--- src/rtl/pft_pkg.sv ---
// ----------------------------------------------------------------------------
// pft_pkg
// Types and constants shared by the frame tracker modules.
// ----------------------------------------------------------------------------
`default_nettype none

package pft_pkg;

    localparam int OFS_W  = 19;
    localparam int FS_W   = 17;
    localparam int RAK_W  = 2;
    localparam int RAO_W  = 16;
    localparam int TDATA_W = 56;

    localparam logic [OFS_W-1:0] OFS_LIMIT = 19'h7FFFF;
    localparam int               OFS_WORDS = 32'h7FFFF / 4;

    // instruction words and opcode patterns
    localparam logic [31:0] INSN_MFLR   = 32'h7c0802a6;
    localparam logic [31:0] INSN_MTLR   = 32'h7c0803a6;
    localparam logic [31:0] INSN_BLR    = 32'h4e800020;
    localparam logic [15:0] OP_STW_R0   = 16'h9001;
    localparam logic [15:0] OP_LWZ_R0   = 16'h8001;
    localparam logic [15:0] OP_STWU_R1  = 16'h9421;
    localparam logic [15:0] OP_ADDI_R1  = 16'h3821;
    localparam logic [31:0] XO_MASK     = 32'hFC1F07FE;
    localparam logic [31:0] XO_STWUX_R1 = 32'h7C01016E;
    localparam logic [31:0] XO_MR_R1    = 32'h7C010378;

    localparam logic signed [FS_W-1:0] FS_UNKNOWN = -17'sd1;

    localparam logic SP_IN_REG = 1'b0;
    localparam logic SP_FRAME  = 1'b1;

    localparam logic [RAK_W-1:0] RA_IN_LR    = 2'd0;
    localparam logic [RAK_W-1:0] RA_IN_R0    = 2'd1;
    localparam logic [RAK_W-1:0] RA_ON_STACK = 2'd2;

    localparam logic REC_START = 1'b0;
    localparam logic REC_END   = 1'b1;

    typedef struct packed {
        logic                     sp_kind;
        logic signed [FS_W-1:0]   frame_size;
        logic [RAK_W-1:0]         ra_kind;
        logic signed [RAO_W-1:0]  ra_offset;
    } t_interval;

    localparam t_interval IV_RESET = '{
        sp_kind: SP_IN_REG, frame_size: '0, ra_kind: RA_IN_LR, ra_offset: '0};

    typedef struct packed {
        t_interval n_cur;
        logic      fired;
        logic      ra_saved;    // return address store fired
    } t_dec;

    typedef struct packed {
        logic              open;
        logic              rule;
        logic              fin;
        logic [OFS_W-1:0]  ofs;
        t_interval         iv;
    } t_group;

endpackage

`default_nettype wire

--- src/rtl/prologue_epilogue_frame_tracker.sv ---
// Path: the records of a word pass from the pending-record register to the
//   output register and then out on the master side, one per transaction.
// Throughput: one word per cycle while each word gives at most one record
//   without stalls; output register sends one record per cycle and sets pace.
// Reset: synchronous, active low; clears the interval state, the word
//   counter and both handshake stages.
// ----------------------------------------------------------------------------
// prologue_epilogue_frame_tracker
// Follows stack frame and return address location through a function body
// and emits interval records.
// ----------------------------------------------------------------------------
`default_nettype none

module prologue_epilogue_frame_tracker
    import pft_pkg::*;
#(
    parameter int MAX_WORDS     = 65536,
    parameter int POINTER_BYTES = 8
) (
    input  wire logic               i_clk,
    input  wire logic               i_rst_n,
    input  wire logic               i_s_axis_tvalid,
    output logic                    o_s_axis_tready,
    // tdata: insn_word
    input  wire logic [31:0]        i_s_axis_tdata,
    // tlast: final_word
    input  wire logic               i_s_axis_tlast,
    output logic                    o_m_axis_tvalid,
    input  wire logic               i_m_axis_tready,
    // tdata: byte_offset, sp_kind, frame_size, ra_kind, ra_offset, zero pad
    output logic [TDATA_W-1:0]      o_m_axis_tdata,
    // tuser: record_type
    output logic                    o_m_axis_tuser,
    // tlast: last_of_run
    output logic                    o_m_axis_tlast
);

    localparam int                CNT_W   = $clog2(MAX_WORDS + 1);
    localparam logic [CNT_W-1:0]  MAX_CNT = CNT_W'(MAX_WORDS);

    t_interval          r_cur;
    t_interval          r_canon;
    logic               r_canon_taken;
    logic [CNT_W-1:0]   r_cnt;
    logic               r_opened;

    t_dec               dec;
    t_group             grp;
    logic               accept;
    logic [CNT_W-1:0]   nxt;
    logic [31:0]        nxt32;
    logic [OFS_W-1:0]   ofs;

    assign accept = i_s_axis_tvalid && o_s_axis_tready;
    assign nxt    = (r_cnt < MAX_CNT) ? CNT_W'(r_cnt + 1'b1) : MAX_CNT;
    assign nxt32  = 32'(nxt);
    assign ofs    = (nxt32 <= 32'(OFS_WORDS)) ? OFS_W'({nxt32[16:0], 2'b00}) : OFS_LIMIT;

    pft_decode #(
        .POINTER_BYTES(POINTER_BYTES)
    ) u_decode (
        .i_insn  (i_s_axis_tdata),
        .i_last  (i_s_axis_tlast),
        .i_cur   (r_cur),
        .i_canon (r_canon),
        .o_dec   (dec)
    );

    always_comb begin
        grp.open = !r_opened;
        grp.rule = dec.fired;
        grp.fin  = i_s_axis_tlast;
        grp.ofs  = ofs;
        grp.iv   = dec.n_cur;
    end

    always_ff @(posedge i_clk) begin
        if (!i_rst_n) begin
            r_cur         <= IV_RESET;
            r_canon       <= IV_RESET;
            r_canon_taken <= 1'b0;
            r_cnt         <= '0;
            r_opened      <= 1'b0;
        end else if (accept) begin
            if (i_s_axis_tlast) begin
                // function done: back to the reset state
                r_cur         <= IV_RESET;
                r_canon       <= IV_RESET;
                r_canon_taken <= 1'b0;
                r_cnt         <= '0;
                r_opened      <= 1'b0;
            end else begin
                r_cur    <= dec.n_cur;
                r_cnt    <= nxt;
                r_opened <= 1'b1;
                if (dec.ra_saved && !r_canon_taken) begin
                    r_canon       <= dec.n_cur;
                    r_canon_taken <= 1'b1;
                end
            end
        end
    end

    pft_emit u_emit (
        .i_clk           (i_clk),
        .i_rst_n         (i_rst_n),
        .i_load          (accept && (grp.open || grp.rule || grp.fin)),
        .i_group         (grp),
        .o_ready         (o_s_axis_tready),
        .o_m_axis_tvalid (o_m_axis_tvalid),
        .i_m_axis_tready (i_m_axis_tready),
        .o_m_axis_tdata  (o_m_axis_tdata),
        .o_m_axis_tuser  (o_m_axis_tuser),
        .o_m_axis_tlast  (o_m_axis_tlast)
    );

endmodule

`default_nettype wire

--- src/rtl/pft_decode.sv ---
// ----------------------------------------------------------------------------
// pft_decode
// Matches one instruction word against the prologue/epilogue rules and
// gives the next interval.
// ----------------------------------------------------------------------------
`default_nettype none

module pft_decode
    import pft_pkg::*;
#(
    parameter int POINTER_BYTES = 8
) (
    input  wire logic [31:0] i_insn,
    input  wire logic        i_last,
    input  wire t_interval   i_cur,
    input  wire t_interval   i_canon,
    output t_dec             o_dec
);

    logic signed [RAO_W-1:0] disp;
    logic signed [17:0]      disp18;
    logic signed [FS_W-1:0]  spd;
    logic signed [17:0]      spd18;
    logic                    ra_slot;

    assign disp    = $signed(i_insn[15:0]);
    assign disp18  = 18'(disp);
    assign spd     = (i_cur.sp_kind == SP_FRAME) ? i_cur.frame_size : '0;
    assign spd18   = 18'(spd);
    assign ra_slot = (spd18 + 18'(POINTER_BYTES)) == disp18;

    always_comb begin
        o_dec.n_cur    = i_cur;
        o_dec.fired    = 1'b0;
        o_dec.ra_saved = 1'b0;
        priority if (i_insn == INSN_MFLR) begin
            o_dec.n_cur.ra_kind   = RA_IN_R0;
            o_dec.n_cur.ra_offset = '0;
            o_dec.fired           = 1'b1;
        end else if (i_insn == INSN_MTLR) begin
            o_dec.n_cur.ra_kind   = RA_IN_LR;
            o_dec.n_cur.ra_offset = '0;
            o_dec.fired           = 1'b1;
        end else if (i_insn[31:16] == OP_STW_R0) begin
            if (ra_slot) begin
                o_dec.n_cur.ra_kind   = RA_ON_STACK;
                o_dec.n_cur.ra_offset = disp;
                o_dec.fired           = 1'b1;
                o_dec.ra_saved        = 1'b1;
            end
        end else if (i_insn[31:16] == OP_LWZ_R0) begin
            if (ra_slot) begin
                o_dec.n_cur.ra_kind   = RA_IN_R0;
                o_dec.n_cur.ra_offset = '0;
                o_dec.fired           = 1'b1;
            end
        end else if (i_insn[31:16] == OP_STWU_R1) begin
            o_dec.n_cur.sp_kind    = SP_FRAME;
            o_dec.n_cur.frame_size = 17'sd0 - FS_W'(disp);
            o_dec.fired            = 1'b1;
        end else if ((i_insn & XO_MASK) == XO_STWUX_R1) begin
            o_dec.n_cur.sp_kind    = SP_FRAME;
            o_dec.n_cur.frame_size = FS_UNKNOWN;
            o_dec.fired            = 1'b1;
        end else if (i_insn[31:16] == OP_ADDI_R1 && disp18 == spd18) begin
            o_dec.n_cur.sp_kind    = SP_IN_REG;
            o_dec.n_cur.frame_size = '0;
            o_dec.fired            = 1'b1;
        end else if ((i_insn & XO_MASK) == XO_MR_R1 &&
                     i_insn[25:21] == i_insn[15:11]) begin
            // mr r1,rx only undoes a frame of known positive size
            if (!spd[FS_W-1] && (spd != '0)) begin
                o_dec.n_cur.sp_kind    = SP_IN_REG;
                o_dec.n_cur.frame_size = '0;
                o_dec.fired            = 1'b1;
            end
        end else if (i_insn == INSN_BLR && !i_last) begin
            // interior return: fall back to the canonical interval
            if (i_cur != i_canon) begin
                o_dec.n_cur = i_canon;
                o_dec.fired = 1'b1;
            end
        end
    end

endmodule

`default_nettype wire

--- src/rtl/pft_emit.sv ---
// ----------------------------------------------------------------------------
// pft_emit
// Holds the records of one word and sends them out one per transaction
// through an output register.
// ----------------------------------------------------------------------------
`default_nettype none

module pft_emit
    import pft_pkg::*;
(
    input  wire logic               i_clk,
    input  wire logic               i_rst_n,
    input  wire logic               i_load,
    input  wire t_group             i_group,
    output logic                    o_ready,
    output logic                    o_m_axis_tvalid,
    input  wire logic               i_m_axis_tready,
    // tdata: byte_offset, sp_kind, frame_size, ra_kind, ra_offset, zero pad
    output logic [TDATA_W-1:0]      o_m_axis_tdata,
    // tuser: record_type
    output logic                    o_m_axis_tuser,
    output logic                    o_m_axis_tlast
);

    // pending records: [0] opening, [1] rule, [2] end
    logic [2:0]        r_pend;
    logic [OFS_W-1:0]  r_ofs;
    t_interval         r_iv;
    logic              r_o_valid;
    logic [TDATA_W-1:0] r_o_data;
    logic              r_o_user;
    logic              r_o_last;

    logic [2:0]        sel;
    logic [2:0]        rem;
    logic              o_free;
    logic [OFS_W-1:0]  n_ofs;
    t_interval         n_iv;
    logic              n_type;

    assign o_free = !r_o_valid || i_m_axis_tready;
    assign sel    = r_pend & (~r_pend + 3'd1);
    assign rem    = r_pend & ~sel;
    assign o_ready = (r_pend == '0) || (o_free && rem == '0);

    always_comb begin
        n_ofs  = r_ofs;
        n_iv   = r_iv;
        n_type = REC_START;
        if (sel[0]) begin
            n_ofs = '0;
            n_iv  = IV_RESET;
        end else if (sel[2]) begin
            n_type = REC_END;
        end
    end

    always_ff @(posedge i_clk) begin
        if (!i_rst_n) begin
            r_pend    <= '0;
            r_o_valid <= 1'b0;
        end else begin
            if (o_free) begin
                r_o_valid <= r_pend != '0;
                r_pend    <= rem;
            end
            if (i_load) begin
                r_pend <= {i_group.fin, i_group.rule, i_group.open};
            end
        end
    end

    always_ff @(posedge i_clk) begin
        if (o_free) begin
            r_o_data <= {1'b0, n_iv.ra_offset, n_iv.ra_kind, n_iv.frame_size,
                         n_iv.sp_kind, n_ofs};
            r_o_user <= n_type;
            r_o_last <= rem == '0;
        end
        if (i_load) begin
            r_ofs <= i_group.ofs;
            r_iv  <= i_group.iv;
        end
    end

    assign o_m_axis_tvalid = r_o_valid;
    assign o_m_axis_tdata  = r_o_data;
    assign o_m_axis_tuser  = r_o_user;
    assign o_m_axis_tlast  = r_o_last;

endmodule

`default_nettype wire

--- config.mk ---
export PLATFORM = sky130hd
export DESIGN_NAME = prologue_epilogue_frame_tracker
export DESIGN_NICKNAME = d
export VERILOG_FILES = /design/src/rtl/pft_pkg.sv /design/src/rtl/prologue_epilogue_frame_tracker.sv /design/src/rtl/pft_decode.sv /design/src/rtl/pft_emit.sv
export SDC_FILE = /design/constraint.sdc
export NUM_CORES = 1
export LEC_CHECK = 0
export BUFFER_PORTS_ARGS = -buffer_cell sky130_fd_sc_hd__buf_2
export CAP_MARGIN = 20
export CORE_MARGIN = 1.5
export CORE_UTILIZATION = 55
export DETAILED_ROUTE_END_ITERATION = 7
export GPL_TIMING_DRIVEN = 1
export PLACE_DENSITY = 0.76
export SYNTH_ARGS = -nofsm -noshare
export SYNTH_HDL_FRONTEND = slang
export SYNTH_HIERARCHICAL = 1
export SYNTH_SLANG_ARGS = --single-unit
--- constraint.sdc ---
create_clock -name i_clk -period 9.1 [get_ports i_clk]
set_clock_uncertainty 0.15 [all_clocks]
set_input_delay 2.275 -clock i_clk [delete_from_list [all_inputs] [get_ports i_clk]]
set_output_delay 2.275 -clock i_clk [all_outputs]
set_load 0.1 [all_outputs]
==> results of run 1 <==
-- layout make-up --
type | instances | share of cell area
Sequential cell | 207 | 0.426
Antenna cell | 1 | 0.000202
Clock buffer | 28 | 0.0470
Timing Repair Buffer | 108 | 0.0473
Tap cell | 265 | 0.0268
Inverter | 10 | 0.00303
Clock inverter | 10 | 0.00647
Multi-Input combinational cell | 883 | 0.443
-- cell usage in the layout (no fill, tap or decap), types with 4 or more instances in the layout --
| cell type | Yosys | routed |
|---|---|---|
| nand2_1 | 190 | 190 |
| edfxtp_1 | 112 | 112 |
| nor2b_1 | 97 | 97 |
| buf_2 | 27 | 95 |
| dfxtp_1 | 95 | 94 |
| nor2_1 | 76 | 76 |
| a21boi_0 | 74 | 74 |
| xor2_1 | 47 | 47 |
| nand3_1 | 40 | 40 |
| xnor2_1 | 34 | 34 |
| nor3_1 | 34 | 34 |
| nor4_1 | 29 | 29 |
| o21ai_0 | 28 | 28 |
| a21oi_1 | 27 | 26 |
| clkbuf_16 | 0 | 21 |
| nand2b_1 | 18 | 18 |
| a221o_1 | 16 | 16 |
| nand4_1 | 14 | 14 |
| buf_4 | 4 | 12 |
| o31ai_1 | 12 | 12 |
| and3_1 | 10 | 10 |
| inv_1 | 9 | 8 |
| or3_1 | 7 | 7 |
| or4_1 | 7 | 7 |
| and2_1 | 6 | 6 |
| o21a_1 | 6 | 6 |
| a32o_1 | 6 | 6 |
| nand3b_1 | 6 | 6 |
| a31oi_1 | 5 | 5 |
| a22oi_1 | 5 | 5 |
| nor3b_1 | 4 | 4 |
| ha_1 | 4 | 4 |
| clkbuf_1 | 54 | 4 |
| nor4bb_1 | 5 | 4 |
| o22ai_1 | 4 | 4 |
| o22a_1 | 4 | 4 |
| o221ai_1 | 4 | 4 |
-- worst register-to-register path: stages (launching register included) --
cell and delay, ns:
dfxtp_1 0.75, and2_1 0.23, ha_1 0.30, nand4_1 0.16
o21a_1 0.24, or4b_1 0.51, o22ai_1 0.14, a211oi_1 0.18
nor4bb_2 0.32, buf_4 0.28, or3_1 0.19, nor2_1 0.08
a21oi_4 0.16, buf_4 0.58, mux2_2 0.42, o311a_1 0.12
-- sequential cells by signal, indices dropped and copies added, names as in the netlist --
signal and count:
r_canon_taken 1, r_opened 1, u_emit/r_ofs 19, u_emit/o_m_axis_tdata 55
u_emit/r_pend 3, u_emit/r_iv 36, u_emit/o_m_axis_tvalid 1, r_cnt 17
r_cur 36, r_canon 36, u_emit/o_m_axis_tuser 1, u_emit/o_m_axis_tlast 1
-- worst paths after layout --
kind,slack [ns],startpoint,cells past startpoint,to
setup / recovery,3.10,i_m_axis_tready,5,o_s_axis_tready
hold / removal,0.34,r_canon[24],2,r_canon[24]
setup reg to reg,4.17,r_cur[21],15,u_emit/r_pend[1]
hold reg to reg,0.34,r_canon[24],2,r_canon[24]
-- cell families after synthesis --
group / count (synthesis) / synth area share
other cells: 2 / 0.000672
xor+xnor: 82 / 0.0656
fa+ha+maj: 5 / 0.00537
buf+inv: 109 / 0.0417
flops: 207 / 0.471
mux: 4 / 0.00369
compound gates: 220 / 0.144
simple gates: 569 / 0.269
-- power by group --
part | switching [mW] | leakage, nW | internal (mW) | total [mW]
combinational | 0.265 | 2.34 | 0.0536 | 0.318
sequential | 0.0140 | 1.95 | 1.03 | 1.04
clock | 0.361 | 0.321 | 0.459 | 0.819
total | 0.640 | 4.61 | 1.54 | 2.18
-- through the flow --
| stage | area (µm²) | instances |
|---|---|---|
| 3_3_place_gp | 11700 | 1472 |
| 3_5_place_dp | 11700 | 1472 |
| 4_1_cts | 12300 | 1510 |
| 5_1_grt | 12400 | 1512 |
| 6_report | 12400 | 1512 |
| 2_1_floorplan | 11200 | 1199 |
-- cell usage after synthesis, drive strengths merged, types with 3 or more instances --
master / count
a211oi: 3
a21boi: 75
a21oi: 27
a221o: 16
a22oi: 5
a31oi: 5
a32o: 6
and2: 6
and3: 10
buf: 44
clkbuf: 55
dfxtp: 95
edfxtp: 112
ha: 4
inv: 10
mux2i: 3
nand2: 190
nand2b: 18
nand3: 41
nand3b: 6
nand4: 18
nor2: 77
nor2b: 98
nor3: 35
nor3b: 4
nor4: 33
nor4bb: 5
o21a: 6
o21ai: 30
o221ai: 4
o22a: 4
o22ai: 4
o311a: 3
o31a: 3
o31ai: 12
or2: 3
or3: 8
or4: 8
or4b: 3
xnor2: 34
xor2: 47
-- metal layers --
| metal | part of all wire | vias up |
|---|---|---|
| met5 | 0.00047 | - |
| met4 | 0.028 | 2 |
| li1 | - | 4293 |
| met1 | 0.45 | 4162 |
| met3 | 0.098 | 57 |
| met2 | 0.42 | 467 |
==> metrics.md, run 1 <==
| Metric | Value |
|---|---|
| Layout cell share with drive strength beyond 1 | 0.135 |
| Least-Margin Pin Slew | approximately 1.0 ns |
| Max Slew Vio Count | 0 |
| Final GP Congestion | 0.960 |
| Crit-path max FO | 5 |
| Initial Util | 0.567 |
| Mapped Cells | 1198 |
| Critical Path AT | about 3.6 ns |
| Netlist Area Pre-Place | 11200 µm² |
| Cell mode on critical path | buf_2 |
| Area Overhead vs Synth | 10.6% |
| Post-layout min period | around 6.0 ns |
| Final Cycle Share | 0.660 |
| Vias in the first global route | ~8000 |
| Worst path slowest cell | buf_2 |
| Post-synth top area share | 0.301 |
| Final WL | between 20000 and 30000 µm |
| Cells along the critical path | buf_2, nor2b_4, maj3_1, o21ai_0, buf_2 |
| Clk sinks | ~210 |
| Final Hold Fails | 0 |
| 1st-iter DRT viols | around 900 |
| Die area | between 20000 and 25000 µm² |
| Rel. slew slack | 0.298 |
| Core area | between 15000 and 20000 µm² |
| Vias per cell | 5.94 |
| Max clock buf depth | 3 |
| Via Count | 8981 |
| Busiest grt layer | met1 |
| CP max stage delay | about 0.50 ns |
| Crit path max-delay family | buffers and inverters |
| Setup bufs post-CTS | 0 |
| Die X | ~150 µm |
| CP endpoint kind | output pin |
| Yosys top cell by area | edfxtp_1 |
| Top Ports | 97 |
| Gr ovfl total | 0 |
| #FFs+latches synth | 207 |
| Crit path buf inv count | 2 |
| Outcome | complete, no violations |
| Most used DFF post-synth | edfxtp_1 |
| Unique masters post-synth | 81 |
| M2 GR Usage | 0.374 |
| CP required | between 6 and 7 ns |
| WS Path Type | in2out |
| # rows | 51 |
| Maximum number of pins on one net before global-route repair | 99 |
| Die H | ~150 µm |
| CTS clk-pin slew, worst paths | roughly 0.070 ns |
| WL/cell | 18.5 µm |
| Final setup vio count | 0 |
| Final nets | about 1300 |
| CTS Buf Count | 21 |
| Worst IR Drop VDD | around 0.11 mV |
| Initial antenna violation count | 2 |
| Sequential area share after synthesis | 0.471 |
| CTS resizes | 0 |
| Cts-stage hold buffer count | 0 |
| First-pass GRT wire length | 43600 µm |
| Met3 Use GR | 0.0448 |
| Register area | between 5000 and 6000 µm² |
| Fin Setup TNS | 0 ns |
| Crit path launch type | input port |
| Number of synthesized flops with an enable pin | roughly 110 |
| Hold Path Class | reg2reg |
| LEAKAGE | between 4 and 5 nW |
| Final worst setup slack | around 3.1 ns |
| Syn_area_per_cell | roughly 9.3 µm² |
| Synth top area cells | edfxtp_1, dfxtp_1, nand2_1 |
| # fillers | between 1500 and 2000 |
| Multi-input logic area | roughly 5500 µm² |
| # Max-Cap Violations | 0 |
| RSZ-0062 raised after global routing | no |
| Fmax achieved | roughly 170 MHz |
| DPL Wire Length | about 19000 µm |
| Residual DRC | 0 |
| Yosys warns | 6 |
| Power per cell area | 176 nW/µm² |
| Power consumption | about 2.2 mW |
| Routed Antenna Nets | 0 |
| Worst slack, placed | 2.78 ns |
| Aggregate global-route resource usage | 0.256 |
| Htree depth | 1 |
| Clk_lat worst skew | 0.50 ns |
| Hold_ws | about 0.34 ns |
| Grt met1 use | 0.387 |
| Root Buffer | clkbuf_16 |
| # port buffers | 95 |
| TritonCTS clock tree | built |
| DRT Pass-1 Iters | 6 |
| Ys async rst share | 0 |
| Final Util | 0.627 |
No activity file was read; power rests on OpenSTA's default activity.
==> run 2, diff against run 1 <==
==> constraint.sdc (replaced) <==
create_clock -name i_clk -period 5.6 [get_ports i_clk]
set_clock_uncertainty 0.15 [all_clocks]
set_input_delay 1.4 -clock i_clk [delete_from_list [all_inputs] [get_ports i_clk]]
set_output_delay 1.4 -clock i_clk [all_outputs]
set_load 0.1 [all_outputs]
==> run 2 against run 1 <==
  * Non-clock buffer count grew 12
  * Setup slack worse by 2.3 ns
  * Sequential power is 63% higher
  * Count of clock-buffer cells in the layout down 3
  * Final cell count increased by 0.73%
  * Critical path depth up 8
  * Combinational power is 70% higher
  * Via count rose by 2.9%
  * Die area did not move
  * Power grew 69%
==> metrics.md, run 2 (synthesis results as in run 1) <==
| Metric | Value |
|---|---|
| Outcome | complete, no violations |
| ANT cells | 0 (-1) |
| Critical Path AT | 5.08 ns (+1.50 ns) |
| Routed Antenna Nets | 0 (unchanged) |
| Cts-stage hold buffer count | 0 (unchanged) |
| Clk_lat worst skew | 0.51 ns (about the same) |
| Area Overhead vs Synth | 12.2% |
| Htree depth | 1 (unchanged) |
| Initial Util | 0.567 (unchanged) |
| Max clock buf depth | 3 (unchanged) |
| Worst r2r path cells | 13 (-2) |
| WHS Endpoint | r_canon_taken |
| Final Hold Fails | 0 (unchanged) |
| Die area | 21200 µm² (unchanged) |
| Commonest non-fill, non-tap cell in the layout | nand2_1 |
| 1st-iter DRT viols | 965 (+4.6%) |
| Final nets | 1284 (+0.94%) |
| # rows | 51 (unchanged) |
| Cells after DPL | 1483 (+0.75%) |
| CTS clk-pin slew, worst paths | 0.06 ns (about the same) |
| TritonCTS clock tree | built |
| Vias per cell | 6.07 (+2.1%) |
| CTS Buf Count | 21 (unchanged) |
| Top Ports | 97 (unchanged) |
| DRT Pass-1 Iters | 6 (unchanged) |
| WHS Path Cells | 2 (unchanged) |
| Crit path launch type | input port |
| Most frequent cells in the layout | nand2_1, edfxtp_1, nor2b_1, buf_2, dfxtp_1 |
| CTS resizes | 0 (unchanged) |
| Power per cell area | 294 nW/µm² (+67%) |
| R2R Path End | r_canon[13] |
| WL/cell | 19.2 µm (+4.2%) |
| Maximum number of pins on one net before global-route repair | 61 (-38%) |
| Crit-path max FO | 40 (+35) |
| Final Cycle Share | 0.862 |
| Root Buffer | clkbuf_16 |
| Max reg flops | 55 (unchanged) |
| Max Slew Vio Count | 0 (unchanged) |
| Least-Margin Pin Slew | 0.856 ns (-0.192 ns) |
| Fmax achieved | around 210 MHz |
| LEAKAGE | 4.70 nW (+1.9%) |
| Worst R2R Setup Slack | 1.16 ns (-3.01 ns) |
| Layout cell share with drive strength beyond 1 | 0.141 (+0.00666) |
| Setup bufs post-CTS | 0 (unchanged) |
| Clk sinks | 207 (unchanged) |
| Initial antenna violation count | 0 (-2) |
| DPL Wire Length | 19500 µm (+2.8%) |
| WS Path Type | in2reg |
| Aggregate global-route resource usage | 0.270 (+0.0139) |
| Finished Layout Cells | 1523 (+0.73%) |
| CP required | 5.85 ns (-0.83 ns) |
| Area after DPL | 11800 µm² (+0.85%) |
| Core area | 19700 µm² (unchanged) |
| RSZ-0062 raised after global routing | no |
| Fin Setup TNS | 0 ns (unchanged) |
| First-pass GRT wire length | 45700 µm (+4.8%) |
| R2r startpoint | r_cur[21] |
| Via Count | 9238 (+2.9%) |
| CP endpoint kind | flip-flop |
| Final GP Congestion | 0.984 (+2.5%) |
| Worst slack, placed | 0.439 ns (-2.34 ns) |
| Final setup vio count | 0 (unchanged) |
| Die H | 146 µm (unchanged) |
| Rel. slew slack | 0.424 (+0.125) |
| Hold Path Class | reg2reg |
| Power consumption | 3.69 mW (+69%) |
| Vias in the first global route | 8247 (+5.2%) |
| Final worst setup slack | 0.775 ns (-2.32 ns) |
| Worst IR Drop VDD | 0.190 mV (+81%) |
| Post-layout min period | between 4 and 5 ns |
| Residual DRC | 0 (unchanged) |
| Min-delay src | r_canon_taken |
| Final WL | 29300 µm (+5.0%) |
| # Max-Cap Violations | 0 (unchanged) |
| # port buffers | 95 (unchanged) |
| Gr ovfl total | 0 (unchanged) |
| Die X | 146 µm (unchanged) |
| Design area | 12500 µm² (+1.4%) |
[run 2: cell types whose count changed in the layout (fill, tap and decap cells not counted), sizes merged]
cell / change
buf: +12
bufinv: +4
clkbuf: -3
clkinv: +1
clkinvlp: +1
diode: -1
inv: -3
[run 2: power breakdown]
group / leakage (nW) / internal (mW) / switching, mW / total, mW
sequential: 1.95 / 1.67 / 0.0176 / 1.69
clock: 0.341 / 0.887 / 0.578 / 1.46
combinational: 2.41 / 0.0924 / 0.447 / 0.540
total: 4.70 / 2.65 / 1.04 / 3.69
[run 2: per-stage QoR]
| step | utilization | hold WS, ns |
|---|---|---|
| floorplan | - | 0.287 |
| global placement | 0.598 | 0.306 |
| detailed placement | 0.598 | 0.314 |
| CTS | 0.634 | 0.328 |
| global route | 0.636 | 0.367 |
| finish | 0.636 | 0.327 |
[run 2: how the worst max path moves through the flow]
stage | startpoint | end | slack [ns] | cells after the start
final | i_s_axis_tdata[0] | r_canon[19] | 0.78 | 13
after global routing | i_s_axis_tdata[0] | r_cur[20] | 0.56 | 14
after CTS | i_s_axis_tdata[0] | r_canon[19] | 0.96 | 13
after detailed placement | i_s_axis_tdata[0] | r_canon[19] | 0.44 | 13
after global placement | i_s_axis_tdata[0] | r_cur[19] | 0.56 | 13
after floorplan | i_s_axis_tdata[0] | u_emit/r_pend[1] | 0.1 | 15
[run 2: metal layers]
layer | wire length, µm | global-route usage | up-vias
li1 | - | - | 4335
met1 | 13300 | 0.404 | 4383
met2 | 12500 | 0.396 | 466
met3 | 2860 | 0.0542 | 54
met4 | 697 | 0.0765 | 0
met5 | 0 | 0 | -
[run 2: worst max-delay path: stages]
cell,delay [ns]
buf_2,0.16
inv_1,0.10
ha_1,0.18
nor3b_1,0.50
nand2_1,0.22
or4_1,0.62
nor3_4,0.32
buf_4,0.48
o31ai_1,0.15
nor3_1,0.40
nor2b_1,0.24
nand2_1,0.07
a21boi_0,0.21
[run 2: cell type report]
type                            instances  area, µm²
Sequential cell                       207       5270
Timing Repair Buffer                  120        701
Inverter                               10       37.5
Clock inverter                         13        169
Multi-Input combinational cell        883       5490
Fill cell                            1615       7170
Tap cell                              265        332
Clock buffer                           25        551
